**config.mk**
```make
export PLATFORM = sky130hd
export DESIGN_NAME = chmc_div_cell
export DESIGN_NICKNAME = d
export VERILOG_FILES = /design/src/compass_heading_minmax_calibrated_unit_assert.svh /design/src/chmc_div_cell.sv
export SDC_FILE = /design/constraint.sdc
export NUM_CORES = 1
export LEC_CHECK = 0
export BUFFER_PORTS_ARGS = -buffer_cell sky130_fd_sc_hd__buf_2
export CELL_PAD_IN_SITES_DETAIL_PLACEMENT = 2
export CELL_PAD_IN_SITES_GLOBAL_PLACEMENT = 2
export CORE_UTILIZATION = 23
export DETAILED_ROUTE_END_ITERATION = 10
export HOLD_SLACK_MARGIN = 0.03
export PLACE_DENSITY_LB_ADDON = 0.1
export SYNTH_ARGS = -nofsm -noshare
export SYNTH_HDL_FRONTEND = slang
export SYNTH_SLANG_ARGS = --single-unit
```
**constraint.sdc**
```tcl
create_clock -name i_clk -period 2.7 [get_ports i_clk]
set_input_delay 0.405 -clock i_clk [delete_from_list [all_inputs] [get_ports i_clk]]
set_output_delay 0.405 -clock i_clk [all_outputs]
set_load 0.03 [all_outputs]
```
**src/compass_heading_minmax_calibrated_unit_assert.svh**
```systemverilog
// Assertion macros for the compass heading unit.
`ifndef COMPASS_HEADING_MINMAX_CALIBRATED_UNIT_ASSERT_SVH
`define COMPASS_HEADING_MINMAX_CALIBRATED_UNIT_ASSERT_SVH
`ifndef SYNTHESIS
`define CHK_IMPL(lbl, clk, rst_n, ante, cons) \
    lbl: assert property (@(posedge clk) disable iff (!rst_n) (ante) |-> (cons)) \
        else $error("check failed");
`define CHK_NEXT(lbl, clk, rst_n, ante, cons) \
    lbl: assert property (@(posedge clk) disable iff (!rst_n) (ante) |=> (cons)) \
        else $error("check failed");
`else
`define CHK_IMPL(lbl, clk, rst_n, ante, cons)
`define CHK_NEXT(lbl, clk, rst_n, ante, cons)
`endif
`endif

```
**src/chmc_div_cell.sv**
```systemverilog
// One restoring-division cell of the scale divider chain: one quotient bit per cell.
module chmc_div_cell #(
    parameter int NumBits = 42,
    parameter int DenBits = 20,
    parameter int SideBits = 40,
    parameter int BitIdx = 0
) (
    input  logic                i_clk,
    input  logic                i_vld,
    input  logic [NumBits-1:0]  i_num,
    input  logic [DenBits-1:0]  i_den,
    input  logic [NumBits-1:0]  i_rem,
    input  logic [NumBits-1:0]  i_quo,
    input  logic [SideBits-1:0] i_side,
    output logic                o_vld,
    output logic [NumBits-1:0]  o_num,
    output logic [DenBits-1:0]  o_den,
    output logic [NumBits-1:0]  o_rem,
    output logic [NumBits-1:0]  o_quo,
    output logic [SideBits-1:0] o_side
);
    logic [NumBits:0] n_trial;
    logic [NumBits-1:0] n_rem;
    logic               n_bit;
    always_comb begin
        n_trial = {i_rem, i_num[BitIdx]};
        if (n_trial >= {{(NumBits+1-DenBits){1'b0}}, i_den}) begin
            n_rem = NumBits'(n_trial - {{(NumBits+1-DenBits){1'b0}}, i_den});
            n_bit = 1'b1;
        end else begin
            n_rem = n_trial[NumBits-1:0];
            n_bit = 1'b0;
        end
    end
    always_ff @(posedge i_clk) begin
        o_vld  <= i_vld;
        o_num  <= i_num;
        o_den  <= i_den;
        o_rem  <= n_rem;
        o_quo  <= i_quo | (NumBits'(n_bit) << BitIdx);
        o_side <= i_side;
    end
endmodule

```
Word-level counts from Yosys, hierarchy flattened
Index checks and enable logic that the tools add are counted.
- output and inout bits: 187
- bits of input ports: 188
- register bits after elaboration: 187
- bitwise logic cells: 1
- add/sub/neg operators: 1
- $lt $le $gt $ge: 1
- mux-type cells: 2
- operators with widths (kind ; count):
    $ge 43x20->1 ; 1
    $mux 42 ; 1
    $or 42x1->42 ; 1
    $sub 42x20->42 ; 1
    $mux 1 ; 1

Longest topological paths before layout
- word-level depth: 3
- gate-level depth with buffers: 12

Worst setup path after synthesis
OpenSTA, ideal clock, no wires.
- path type: input -> register
- start: input port i_den[11]
- end: register o_rem[38]
- data required time: 2.557 ns
- stages on the path: 10
- setup slack: 0.262 ns
- path buffers: 1
- arrival time: 2.295 ns
- cell sequence: inv_1 ha_1 clkbuf_1 a21oi_1 o21ai_0 or3_1 o211ai_1 nor2_1 a2111oi_0 xor2_1
- longest elaborated chain between the ends: 2
- RTL lines (what ; RTL line ; RTL):
    start, declared ; chmc_div_cell.sv:11 ; input logic [DenBits-1:0] i_den,
    $sub 42x20->42 or $ge 43x20->1 (tied branches) ; chmc_div_cell.sv:28, chmc_div_cell.sv:27 ;
    $mux 42 * ; chmc_div_cell.sv:27 ; if (n_trial >= {{(NumBits+1-DenBits){1'b0}}, i_den}) begin
    named net n_rem[38] ; chmc_div_cell.sv:23 ; logic [NumBits-1:0] n_rem;
    end signal, assigned ; chmc_div_cell.sv:39 ; o_rem <= n_rem;
    end, declared ; chmc_div_cell.sv:18 ; output logic [NumBits-1:0] o_rem,
The timed path passes the listed nets; every way through them passes the cells marked *.

Final worst setup path
- start: input port i_num[0]
- end: register o_rem[26]
- longest elaborated chain between the ends: 2
- RTL lines (what ; RTL line ; RTL):
    start, declared ; chmc_div_cell.sv:10 ; input logic [NumBits-1:0] i_num,
    $sub 42x20->42 or $ge 43x20->1 (tied branches) ; chmc_div_cell.sv:28, chmc_div_cell.sv:27 ;
    $mux 42 * ; chmc_div_cell.sv:27 ;
    named net n_rem[26] ; chmc_div_cell.sv:23 ;
Marks and branches as above.

==> reports/results.ini <==
[logic_synthesis]
synth_top_cell_by_area=dfxtp_1
avgSynthCellArea_um2=11.38
synth_most_common_cell=dfxtp_1
ys_seq_area_share_pct=65.27
synth_async_sr_flop_share_pct=0
synth-compound-area-share_pct=8.857
synth_top_family_by_area=simple AND/OR/NAND/NOR gates
synthMuxAreaShare_pct=0
synthAdderAreaFrac_pct=4.712
ys_warn_count=0
ys_top_cells_by_count=dfxtp_1, nand2_1, o21ai_0
syn_nets=713
syn_area_mm2=0.005736
synth_top_area_share_pct=65.27
netlist_instances=504
ys.flop_type=dfxtp_1
synth-edff-count=0
ys_types=50
yosys-top-cells-area=dfxtp_1, xor2_1, ha_1, o21ai_0, nand2_1
synthXorXnorAreaFrac_pct=5.955
yosys.area_share.simple_pct=12.54
ys_ff_latch=187

[drt]
drtPass1Iterations=4
post-route-drc-count=0
vias=5368
wl_per_cell_um=19.55
postRouteAntennaNets=0
drtIter0Drc=138
routed_wl_mm=24.85
via_per_inst=4.223

[timing]
post-route-period-util_pct=89.93
finalHoldViolCount=0
max_freq_mhz=411.8
maxSlewViolCount=0
setup_violations=0
max-slew-margin-rel_pct=62.89
tightest_slew_ns=0.5563
rsz0062_at_grt=false
worst_slack_ns=0.2718
layout_min_cycle_time_ns=2.428

[worst_setup_path]
startpoint_type=primary input
worst_ep_arrival_time_ns=2.78
setup.worst_path.end=o_rem[26]
required_ns=3.05
crit_type=primary input to flop
crit_path_start=i_num[0]
cp-end-kind=flop
worstPathMaxFanout=5

[power]
powerDensity_mw_per_mm2=761.7
ir_worst_vdd_uv=349.6
leakage_nw=4.361

[die]
start_util_pct=23.51
io_pins=375
fp-row-count=57
core-area_mm2=0.02439
die_area_mm2=0.02557
die_h_um=159.9
fp.dieW_um=159.9

[clock_network]
cts.htree.levels=4
cts_tree=built
numCtsBuffers=17
cts-root-buf=clkbuf_16
cts_hold_buf=0
clk_pin_slew_ns=0.09
cts_resized=0
post_cts_buffers=0
cts_sinks=187
cts_buffer_depth=2

[cells_and_area]
final_util_pct=36.62
area_growth_pct=55.74
drive_above_1_share_pct=49.10
fillerInstances=2799
final_cell_area_mm2=0.008932
finalNonFillerCells=1271
final_net_count=1141

[place]
dp_cells=1237
dpl_cell_area_mm2=0.008325
pre_cts_ws_ns=-0.1507
place_congestion=0.8568
portBuffers=374
dp_hpwl_mm=20.93

[job]
cap_viol_max_count=0

[global_routing]
antenna_found_initial=5
grtUsageTotal_pct=19.55
grt_pass1_wl_mm=36.90
grt-ovfl-total=0
grt_max_degree=31
grt_pass1_vias=5857

[run_status]
outcome=finished clean

[worst_hold_path]
worstHoldPathType=primary input to flop

## per-stage QoR
step	setup TNS [ns]	total power [mW]	hold WS [ns]
final	0	6.804	0.06470
after floorplan	0	3.778	0.4327
after global placement	-0.9851	4.339	0.5083
after detailed placement	-1.446	4.356	0.5090
after global routing	0	7.104	0.04076
after CTS	0	6.907	0.04539
## sequential cells by signal, indices dropped and copies added, names as in the netlist
register  flops
o_den        20
o_side       40
o_num        42
o_quo        42
o_rem        42
o_vld         1
## power breakdown
part	total, mW	internal (mW)	switching, mW
clock	2.53	1.26	1.27
combinational	1.26	0.425	0.836
sequential	3.01	2.96	0.0524
total	6.80	4.64	2.16
## worst min path at each step
stage,startpoint,endpoint,slack (ns),depth (start not counted)
6_report,i_side[22],o_side[22],0.06,1
5_1_grt,i_quo[33],o_quo[33],0.04,1
4_1_cts,i_side[20],o_side[20],0.05,1
3_5_place_dp,i_quo[9],o_quo[9],0.51,1
3_3_place_gp,i_num[23],o_num[23],0.51,1
2_1_floorplan,i_den[0],o_den[0],0.43,0
## layout by cell type (no fill, tap or decap), types with 3 or more instances in the layout
cell type  synthesis  routed
nand2_1           37      37
xor2_1            29      29
xnor2_1           10      10
a21oi_1           26      26
dfxtp_1          187     187
clkinv_8           0       6
o211ai_1           5       5
a211oi_1           3       3
nor2b_1            3       3
and3_1             3       3
buf_4              2      47
buf_2              2     374
o21ai_0           36      36
or3_1              5       5
clkbuf_16          0      17
inv_1             23      23
inv_6              0       4
nand3_1            9       9
nor2_1            25      25
nor4_1             9       9
ha_1              20      20
a21o_1             4       4
nor3_1            11      11
nand2b_1           6       6
nand3b_1           3       3
nand4_1            6       6
## cells by family (layout without fill, tap and decap cells)
family                   count (synthesis)  in the layout
adder cells (fa/ha/maj)                 21             21
XOR/XNOR                                39             39
flip-flops                             187            187
buffers and inverters                   36            477
other                                    0              2
AO/OA/AOI/OAI                           87             87
AND/OR/NAND/NOR                        134            134
## routing by layer
layer	track usage, %	wire, um	part of all wire, %
met5	0	32	0.13
met4	6.450	554	2.2
met3	4.753	1206	4.9
met2	36.22	13080	53
met1	21.74	9973	40
## worst max-delay path: stages
cell and delay [ns]:
buf_2 0.09, inv_1 0.04, ha_1 0.24, fa_1 0.42, nand2b_1 0.18, a21oi_1 0.27
o21ai_0 0.18, o211ai_1 0.30, a21oi_1 0.11, buf_4 0.17, buf_4 0.14, nand3_1 0.10
xnor2_1 0.13
## final cells by class
| cell class | count | area, um2 | area share, % |
|---|---|---|---|
| clock buffer | 18 | 429.2 | 4.805 |
| multi-input combinational | 281 | 1846 | 20.66 |
| antenna | 2 | 5.005 | 0.05603 |
| clock inverter | 14 | 172.7 | 1.933 |
| inverter | 23 | 86.33 | 0.9665 |
| timing repair buffer | 422 | 2245 | 25.13 |
| sequential | 187 | 3744 | 41.91 |
| tap | 324 | 405.4 | 4.538 |
(Power assumes the default switching activity.)
