### src/compass_heading_minmax_calibrated_unit_assert.svh
// Assertion macros for the compass heading unit.
`ifndef COMPASS_HEADING_MINMAX_CALIBRATED_UNIT_ASSERT_SVH
`define COMPASS_HEADING_MINMAX_CALIBRATED_UNIT_ASSERT_SVH
`ifndef SYNTHESIS
`define CHK_IMPL(lbl, clk, rst_n, ante, cons) \
    lbl: assert property (@(posedge clk) disable iff (!rst_n) (ante) |-> (cons)) \
        else $error("check failed");
`define CHK_NEXT(lbl, clk, rst_n, ante, cons) \
    lbl: assert property (@(posedge clk) disable iff (!rst_n) (ante) |=> (cons)) \
        else $error("check failed");
`else
`define CHK_IMPL(lbl, clk, rst_n, ante, cons)
`define CHK_NEXT(lbl, clk, rst_n, ante, cons)
`endif
`endif

### src/chmc_pkg.sv
// Shared constants and functions for the compass heading unit.
package chmc_pkg;
    localparam int SampleBitsDef   = 16;
    localparam int CordicStagesDef = 16;
    localparam int AngBits   = 34;
    localparam int ScaleBits = 19;
    localparam int HeadBits  = 15;
    localparam logic signed [AngBits-1:0] Ang90 = 34'sd5898240;
    localparam logic signed [HeadBits-1:0] HeadMax = 15'sd11520;
    localparam logic [2:0] RegXLo = 3'd0;
    localparam logic [2:0] RegXHi = 3'd1;
    localparam logic [2:0] RegYLo = 3'd2;
    localparam logic [2:0] RegYHi = 3'd3;
    localparam logic [2:0] RegZLo = 3'd4;
    localparam logic [2:0] RegZHi = 3'd5;
    localparam logic [2:0] RegCal = 3'd6;

    function automatic logic signed [AngBits-1:0] arc_of(input int idx);
        logic signed [AngBits-1:0] v;
        case (idx)
            0: v = 34'sd2949120;  1: v = 34'sd1740967;  2: v = 34'sd919879;
            3: v = 34'sd466945;   4: v = 34'sd234379;   5: v = 34'sd117304;
            6: v = 34'sd58666;    7: v = 34'sd29335;    8: v = 34'sd14668;
            9: v = 34'sd7334;     10: v = 34'sd3667;    11: v = 34'sd1833;
            12: v = 34'sd917;     13: v = 34'sd458;     14: v = 34'sd229;
            15: v = 34'sd115;     16: v = 34'sd57;      17: v = 34'sd29;
            18: v = 34'sd14;      19: v = 34'sd7;       20: v = 34'sd4;
            21: v = 34'sd2;       22: v = 34'sd1;
            default: v = '0;
        endcase
        return v;
    endfunction
endpackage

### src/chmc_cordic_cell.sv
// One CORDIC vectoring cell: a micro-rotation by a fixed arctangent.
module chmc_cordic_cell #(
    parameter int VecBits = 40,
    parameter int Stage = 0
) (
    input  logic                       i_clk,
    input  logic                       i_vld,
    input  logic signed [VecBits-1:0]  i_a,
    input  logic signed [VecBits-1:0]  i_b,
    input  logic signed [chmc_pkg::AngBits-1:0] i_z,
    input  logic [1:0]                 i_flags,
    output logic                       o_vld,
    output logic signed [VecBits-1:0]  o_a,
    output logic signed [VecBits-1:0]  o_b,
    output logic signed [chmc_pkg::AngBits-1:0] o_z,
    output logic [1:0]                 o_flags
);
    import chmc_pkg::*;

    logic signed [VecBits-1:0] n_da, n_db;
    always_comb begin
        n_da = i_b >>> Stage;
        n_db = i_a >>> Stage;
    end
    always_ff @(posedge i_clk) begin
        o_vld   <= i_vld;
        o_flags <= i_flags;
        if (!i_b[VecBits-1]) begin
            o_a <= i_a + n_da;
            o_b <= i_b - n_db;
            o_z <= i_z + arc_of(Stage);
        end else begin
            o_a <= i_a - n_da;
            o_b <= i_b + n_db;
            o_z <= i_z - arc_of(Stage);
        end
    end
endmodule

### config.mk
export PLATFORM = sky130hd
export DESIGN_NAME = chmc_cordic_cell
export DESIGN_NICKNAME = d
export VERILOG_FILES = /design/src/compass_heading_minmax_calibrated_unit_assert.svh /design/src/chmc_pkg.sv /design/src/chmc_cordic_cell.sv
export SDC_FILE = /design/constraint.sdc
export NUM_CORES = 1
export LEC_CHECK = 0
export BUFFER_PORTS_ARGS = -buffer_cell sky130_fd_sc_hd__buf_2
export CORE_ASPECT_RATIO = 1.75
export CORE_MARGIN = 2
export CORE_UTILIZATION = 38
export CTS_BUF_LIST = sky130_fd_sc_hd__clkbuf_8 sky130_fd_sc_hd__clkbuf_16
export DETAILED_ROUTE_END_ITERATION = 16
export PLACE_DENSITY = 0.59
export SLEW_MARGIN = 15
export SYNTH_ARGS = -nofsm -noshare
export SYNTH_HDL_FRONTEND = slang
export SYNTH_SLANG_ARGS = --single-unit
export TNS_END_PERCENT = 1
### constraint.sdc
create_clock -name i_clk -period 3.85 [get_ports i_clk]
set_input_delay 0.5775 -clock i_clk [delete_from_list [all_inputs] [get_ports i_clk]]
set_output_delay 0.5775 -clock i_clk [all_outputs]
set_load 0.02 [all_outputs]
* Yosys cells after proc, flatten, opt, wreduce, memory -nomap -nowiden *
Cells that the tools add are included.
Widths: inputs -> output; s select.

storage, ports and cells
  register bits = 117
  input bits = 118
  logic and storage cells = 13

operators by class
  add/sub/neg operators = 5
  mux-type cells = 3

operator list
  cell                    number
  $mux 40                 2
  $sub 40x40->40          2
  $add 40x40->40          1
  $add 34x23->34 const B  1
  $mux 34                 1
  $sub 34x23->34 const B  1

* Depth between registers and ports, before layout *
Gate-level depths: netlist (run 1).

  word-level depth = 2
  gate-level depth with buffers = 13
  mapped depth without buffers = 12

* Worst setup path after synthesis (run 1) *
Ideal clock, no wire load.

  path type = in2reg
  start = in i_a[16]
  end = reg o_b[35]
  setup time = 0.103 ns
  arrival = 3.230 ns
  data required time = 3.747 ns
  setup slack = 0.516 ns
  stages = 11
  path through = inv_1 ha_1 or3_4 or4_1 or4_1 a21o_1 a21oi_4 o21ai_2 a21o_1 and4_4 a2111oi_2

on the way
  longest elaborated chain between the ends = 2
  elaborated cells between the ends (all ways) = 3
  classes of those cells = add/sub: 2; mux: 1

ends and longest elaborated chain
  element                                           line                                            source
  start: declaration                                chmc_cordic_cell.sv:8                           input logic signed [VecBits-1:0] i_a,
  $sub 40x40->40 or $add 40x40->40 (tied branches)  chmc_cordic_cell.sv:30, chmc_cordic_cell.sv:34
  $mux 40 *                                         chmc_cordic_cell.sv:28                          if (!i_b[VecBits-1]) begin
  end signal: assignment                            chmc_cordic_cell.sv:30                          o_b <= i_b - n_db;
  end signal: assignment                            chmc_cordic_cell.sv:34                          o_b <= i_b + n_db;
  end: declaration                                  chmc_cordic_cell.sv:14                          output logic signed [VecBits-1:0] o_b,

Every way passes the cells marked *; elsewhere a longest branch is shown, timed or not.

* Worst setup path after layout (run 1) *
  start = in i_a[9]
  end = reg o_b[26]

Same word-level chain as after synthesis.

==> results.yml, run 1 <==
logic_synthesis:
  synth-main-ff-cell: "dfxtp_1"
  synth_nets: 1578
  yosysSeqAreaShare: 0.230
  synth_area_per_cell_um2: 7.62
  ys_warn_count: 0
  synth_cell_type_count: 68
  ys_ff_latch: 116
  netlist_instances: 1323
  async_flop_share: 0
  synth_area_mm2: 0.0101
  synth-edff-count: 0
final_layout:
  final-instance-count-excl-fill: 1937
  fin_area_mm2: 0.0127
  syn_to_final_growth_pct: 26.5
  final_common_cell: "buf_2"
  fin_nets: 1859
  fill_cells: 2621
  final_cell_mix: "buf_2, a21oi_1, inv_1"
  layout-drive-gt1-share: 0.228
  antenna_cells: 0
global_routing:
  antenna_found_initial: 0
  track_usage: 0.264
  grt_max_degree: 64
  grt_overflow: 0
  grt_pass1_wl_um: 56700
  grt_pass1_vias: 10899
worst_setup_path:
  crit_arrival_ns: 3.78
  critical_path_class: "input port to register"
  start_kind: "input port"
  worst_setup_path_end_kind: "register"
  crit_fanout: 5
  cp_data_required_time_ns: 4.22
routing:
  wl_per_cell_um: 19.2
  viasPerCell: 5.53
  drt-total-wl_um: 37200
  dr.pass1.iters: 7
  remaining_drc_errors: 0
  dr_total_vias: 10720
  antenna_left: 0
  drtIter0Drc: 623
sta:
  rsz0062_at_grt: "false"
  fin_ws_ns: 0.436
  min_period_ns: 3.41
  setup_viol: 0
  fmaxAchievable_mhz: 293
  hold_viol_final: 0
  setup_tns_ns: 0
  slew_headroom: 0.398
  worstMarginPinSlew_ns: 0.881
  period_share: 0.887
  finalMaxSlewViolations: 0
placed_design:
  io_buffers: 234
  dpl-instance-area_mm2: 0.0121
  detailedPlace.worstSlack_ns: 0.0310
  dp_hpwl_um: 30500
  dp.cells: 1905
  routabilityCongestion: 0.976
power:
  power_frac_clock: 0.323
  internal_power_mw: 3.35
  power.density_mw_per_mm2: 423
  combPwrFrac: 0.397
  p_leak_nw: 6.13
  ir_drop_uv: 300
  pwr-share-seq: 0.280
  switchingPower_mw: 2.04
  switching_share: 0.379
cts:
  tritoncts: "built"
  h-tree-depth: 4
  cts_buffer_depth: 2
  cts.sink_count: 116
  clockRootBuffer: "clkbuf_16"
  post_cts_buffers: 0
  cts-buffers-inserted: 17
  hold_buffers: 0
  cts_resized: 0
  clkTransAtPathRegs_ns: 0.06
run:
  maxCapViolations: 0
hold_path:
  min_path_type: "input port to register"
  hold-path-cell-count: 1
  worstHoldEndpoint: "o_z[1]$_DFF_P_"
  hold_start: "i_z[1]"
floorplanning:
  num_rows: 78
  die-area_mm2: 0.0279
  start_util: 0.388
  dieHeight_um: 219
  pin_count: 235
  coreArea_mm2: 0.0260
  die_w_um: 127
status:
  status: "finished clean"
## per-stage QoR
step / hold WS (ns) / util / power [mW]
after CTS: 0.209 / 0.491 / 5.42
after global routing: 0.212 / 0.491 / 5.65
final: 0.224 / 0.491 / 5.39
after floorplan: 0.605 / - / 2.84
after global placement: 0.681 / 0.466 / 3.65
after detailed placement: 0.681 / 0.466 / 3.65
## worst max path at each step
stage,start,end,slack (ns),cells after the start
2_1_floorplan,i_a[16],o_b[35]$_DFF_P_,0.52,11
3_3_place_gp,i_a[16],o_a[27]$_DFF_P_,0.03,12
3_5_place_dp,i_a[16],o_a[27]$_DFF_P_,0.03,12
4_1_cts,i_a[16],o_a[27]$_DFF_P_,0.49,12
5_1_grt,i_a[8],o_a[37]$_DFF_P_,0.14,12
6_report,i_a[9],o_b[26]$_DFF_P_,0.44,11
## cells by family after synthesis
group           count (synthesis)  synth area share
compound gates                462             0.283
simple gates                  309             0.149
buf+inv                       198            0.0741
fa+ha+maj                     137             0.173
flops                         116             0.230
xor+xnor                       86            0.0748
mux                            15            0.0149
## final cells by class
type	count	area, µm²	share of cell area
sequential	116	2320	0.182
inverter	142	533	0.0418
timing repair buffer	318	1840	0.145
tap	320	400	0.0314
clock inverter	14	201	0.0158
clock buffer	18	439	0.0345
multi-input combinational	1009	7010	0.550
## synthesized netlist by cell type, types with 3 or more instances
| cell type | number | area share |
|---|---|---|
| ha_1 | 133 | 0.17 |
| o21ai_0 | 70 | 0.035 |
| nor2b_1 | 15 | 0.0093 |
| or2_2 | 7 | 0.0043 |
| and3_1 | 4 | 0.0025 |
| a21o_1 | 29 | 0.022 |
| or4_1 | 3 | 0.0022 |
| a211oi_1 | 19 | 0.014 |
| nor4_1 | 9 | 0.0056 |
| o22ai_1 | 3 | 0.0019 |
| nand3_1 | 15 | 0.0075 |
| o21bai_1 | 32 | 0.024 |
| nand3b_1 | 4 | 0.0030 |
| a21boi_0 | 4 | 0.0030 |
| inv_2 | 3 | 0.0011 |
| a21oi_1 | 176 | 0.087 |
| clkbuf_1 | 43 | 0.016 |
| nand2_1 | 72 | 0.027 |
| o211ai_1 | 10 | 0.0075 |
| and2_1 | 6 | 0.0037 |
| a31oi_1 | 22 | 0.014 |
| o31a_1 | 4 | 0.0035 |
| mux2i_1 | 15 | 0.015 |
| dfxtp_1 | 116 | 0.23 |
| inv_1 | 138 | 0.051 |
| nor2_1 | 93 | 0.035 |
| o21ai_1 | 21 | 0.010 |
| xnor2_1 | 71 | 0.062 |
| xor2_1 | 15 | 0.013 |
| o31ai_1 | 18 | 0.013 |
| o311ai_1 | 3 | 0.0026 |
| a311oi_1 | 3 | 0.0026 |
| buf_1 | 12 | 0.0045 |
| o21a_1 | 7 | 0.0052 |
| a221oi_1 | 5 | 0.0043 |
| nor3_1 | 26 | 0.013 |
| nand2b_1 | 14 | 0.0087 |
| a2111oi_0 | 5 | 0.0043 |
| nand4_1 | 21 | 0.013 |
| fa_1 | 4 | 0.0079 |
| or3_1 | 11 | 0.0068 |
| a211o_1 | 7 | 0.0061 |
## power by group through the flow
stage          Sequential, mW  Clock, mW  Combinational (mW)
5_1_grt                  1.53       1.82                2.30
4_1_cts                  1.51       1.78                2.13
2_1_floorplan            1.86          0               0.981
6_report                 1.51       1.74                2.14
3_3_place_gp             1.54          0                2.12
3_5_place_dp             1.54          0                2.12
## per-layer routing
| layer | up-vias | wire (µm) | share of wire | track usage |
|---|---|---|---|---|
| li1 | 5224 | - | - | - |
| met1 | 4969 | 12900 | 0.35 | 0.249 |
| met2 | 402 | 20300 | 0.55 | 0.513 |
| met3 | 125 | 1450 | 0.039 | 0.0346 |
| met4 | 0 | 2570 | 0.069 | 0.188 |
| met5 | - | 0 | 0 | 0 |
## flip-flops by register name (all words and copies together), names as in the netlist
name / cells
o_flags: 2
o_a: 40
o_vld: 1
o_z: 34
o_b: 39
## worst max-delay path, stage by stage
cell,delay (ns)
buf_2,0.12
inv_1,0.05
ha_1,0.39
or4_1,0.65
a211oi_1,0.43
o311ai_1,0.30
a21oi_1,0.36
a31oi_1,0.21
o31ai_1,0.32
a21oi_1,0.15
xnor2_1,0.24
(Power assumes the default switching activity.)
==> run 2: changes to the inputs <==
--- a/config.mk
+++ b/config.mk
@@ -12,6 +12,7 @@
 export CTS_BUF_LIST = sky130_fd_sc_hd__clkbuf_8 sky130_fd_sc_hd__clkbuf_16
 export DETAILED_ROUTE_END_ITERATION = 16
 export PLACE_DENSITY = 0.59
+export SKIP_CTS_REPAIR_TIMING = 1
 export SLEW_MARGIN = 15
 export SYNTH_ARGS = -nofsm -noshare
 export SYNTH_HDL_FRONTEND = slang
==> constraint.sdc (replaced) <==
create_clock -name i_clk -period 4.33 [get_ports i_clk]
set_input_delay 0.6495 -clock i_clk [delete_from_list [all_inputs] [get_ports i_clk]]
set_output_delay 0.6495 -clock i_clk [all_outputs]
set_load 0.02 [all_outputs]
==> run 2 against run 1 <==
Compared with the run above: cell area shrank 3.0%; sequential share of layout area grew 0.56 points; final cell count shrank 2.5%; clock power shrank 8%; wire length shrank 0.48%; global-route usage shrank 0.50 points; critical path depth grew 1; setup slack gained 0.23 ns; largest cell class unchanged.
==> results.yml, run 2 (synthesis results as in run 1) <==
final_layout:
  fin_nets: 1811
  final_common_cell: "buf_2"
  antenna_cells: 0
  top_register: "o_a"
  fill_cells: 2695
  final_cell_mix: "buf_2, a21oi_1, inv_1"
  largest_reg_flops: 40
  layout-drive-gt1-share: 0.203
  multi_input_area_mm2: 0.00701
  syn_to_final_growth_pct: 22.7
  seqCellArea_mm2: 0.00232
  reg_top3: "o_a x40, o_b x39, o_z x34"
floorplanning:
  coreArea_mm2: 0.0260
  die_w_um: 127
  num_rows: 78
  pin_count: 235
  start_util: 0.388
  die-area_mm2: 0.0279
  dieHeight_um: 219
cts:
  cts-buffers-inserted: 17
  clkTransAtPathRegs_ns: 0.06
  cts.sink_count: 116
  h-tree-depth: 4
  cts_buffer_depth: 2
  tritoncts: "built"
  clockRootBuffer: "clkbuf_16"
worst_setup_path:
  worst_setup_path_end_kind: "register"
  start_kind: "input port"
  critical_path_class: "input port to register"
  cp_data_required_time_ns: 4.66
  cp_top_family: "compound AO/OA/AOI/OAI gates"
  crit_buf_inv: 2
  slowest_stage: "or4_1"
  cpMostUsedCell: "o21ai_1"
  crit_arrival_ns: 3.99
  crit_cells: 12
  setup.worst_path.end: "o_a[27]$_DFF_P_"
  crit_fanout: 12
  cp-startpoint: "i_a[9]"
  slowest_delay_ns: 0.66
  cp_cell_sequence: "buf_2 > inv_1 > ha_1 > or4_1 > a211oi_1 > o31ai_1 > a21o_1 > a21boi_1 > o21ai_1 > o21ai_1 > mux2i_1 > xnor2_1"
placed_design:
  dp_hpwl_um: 30100
  routabilityCongestion: 0.986
  io_buffers: 234
sta:
  setup_tns_ns: 0
  setup_viol: 0
  finalMaxSlewViolations: 0
  rsz0062_at_grt: "false"
  period_share: 0.845
  hold_viol_final: 0
  slew_headroom: 0.262
  min_period_ns: 3.66
  worst_hold_slack_ns: 0.311
  fmaxAchievable_mhz: 273
  worstMarginPinSlew_ns: 1.08
hold_path:
  min_path_type: "input port to register"
  hold_start: "i_z[8]"
global_routing:
  grt_pass1_vias: 10591
  grt_max_degree: 68
  grt_overflow: 0
  track_usage: 0.259
  antenna_found_initial: 0
  grt_pass1_wl_um: 55600
power:
  p_leak_nw: 5.92
  ir_drop_uv: 298
  total_power_mw: 4.78
  power.density_mw_per_mm2: 386
routing:
  dr.pass1.iters: 6
  dr_total_vias: 10628
  wl_met3_um: 1620
  maxUsedRoutingLayer: "met4"
  drt-total-wl_um: 37000
  met1Wirelength_um: 13000
  antenna_left: 0
  met2_length_um: 20200
  drtIter0Drc: 668
  viasPerCell: 5.63
  remaining_drc_errors: 0
  wl_per_cell_um: 19.6
run:
  maxCapViolations: 0
status:
  status: "finished clean"
==> run 2: cell count changes in the layout (fill, tap and decap cells not counted), sizes merged <==
| cell | delta |
|---|---|
| buf | -48 |
| clkbuf | +3 |
| clkinvlp | -5 |
| bufinv | +1 |
| clkinv | +1 |
| inv | -1 |
==> run 2: report_power, final <==
part / internal (mW) / switching, mW
Sequential: 1.29 / 0.0591
Clock: 1.07 / 0.524
Combinational: 0.650 / 1.18
Total: 3.01 / 1.76
==> run 2: worst min path at each step <==
stage,end,slack (ns),cells past startpoint
floorplan,o_flags[0]$_DFF_P_,0.68,0
global placement,o_z[2]$_DFF_P_,0.75,1
detailed placement,o_z[4]$_DFF_P_,0.75,1
CTS,o_z[8]$_DFF_P_,0.28,1
global route,o_flags[1]$_DFF_P_,0.30,1
finish,o_z[8]$_DFF_P_,0.31,1
==> run 2: per-layer routing <==
layer  vias up  GRT usage
li1       5113          -
met1      4987      0.244
met2       411      0.504
met3       117     0.0402
met4         0      0.174
met5         -          0
==> run 2: final cells by class <==
cell class	count	share of cell area
Tap cell	320	0.0324
Clock buffer	21	0.0389
Clock inverter	10	0.0144
Inverter	142	0.0431
Timing Repair Buffer	270	0.117
Sequential cell	116	0.188
Multi-Input combinational cell	1009	0.567
==> run 2: metrics by stage <==
stage          std cells  cell area, µm²  utilization  setup slack, ns
2_1_floorplan       1323           10100            -            0.924
3_3_place_gp        1857           11700        0.451            0.288
3_5_place_dp        1857           11700        0.451            0.308
4_1_cts             1888           12400        0.476            0.756
5_1_grt             1888           12400        0.476            0.548
6_report            1888           12400        0.476            0.669
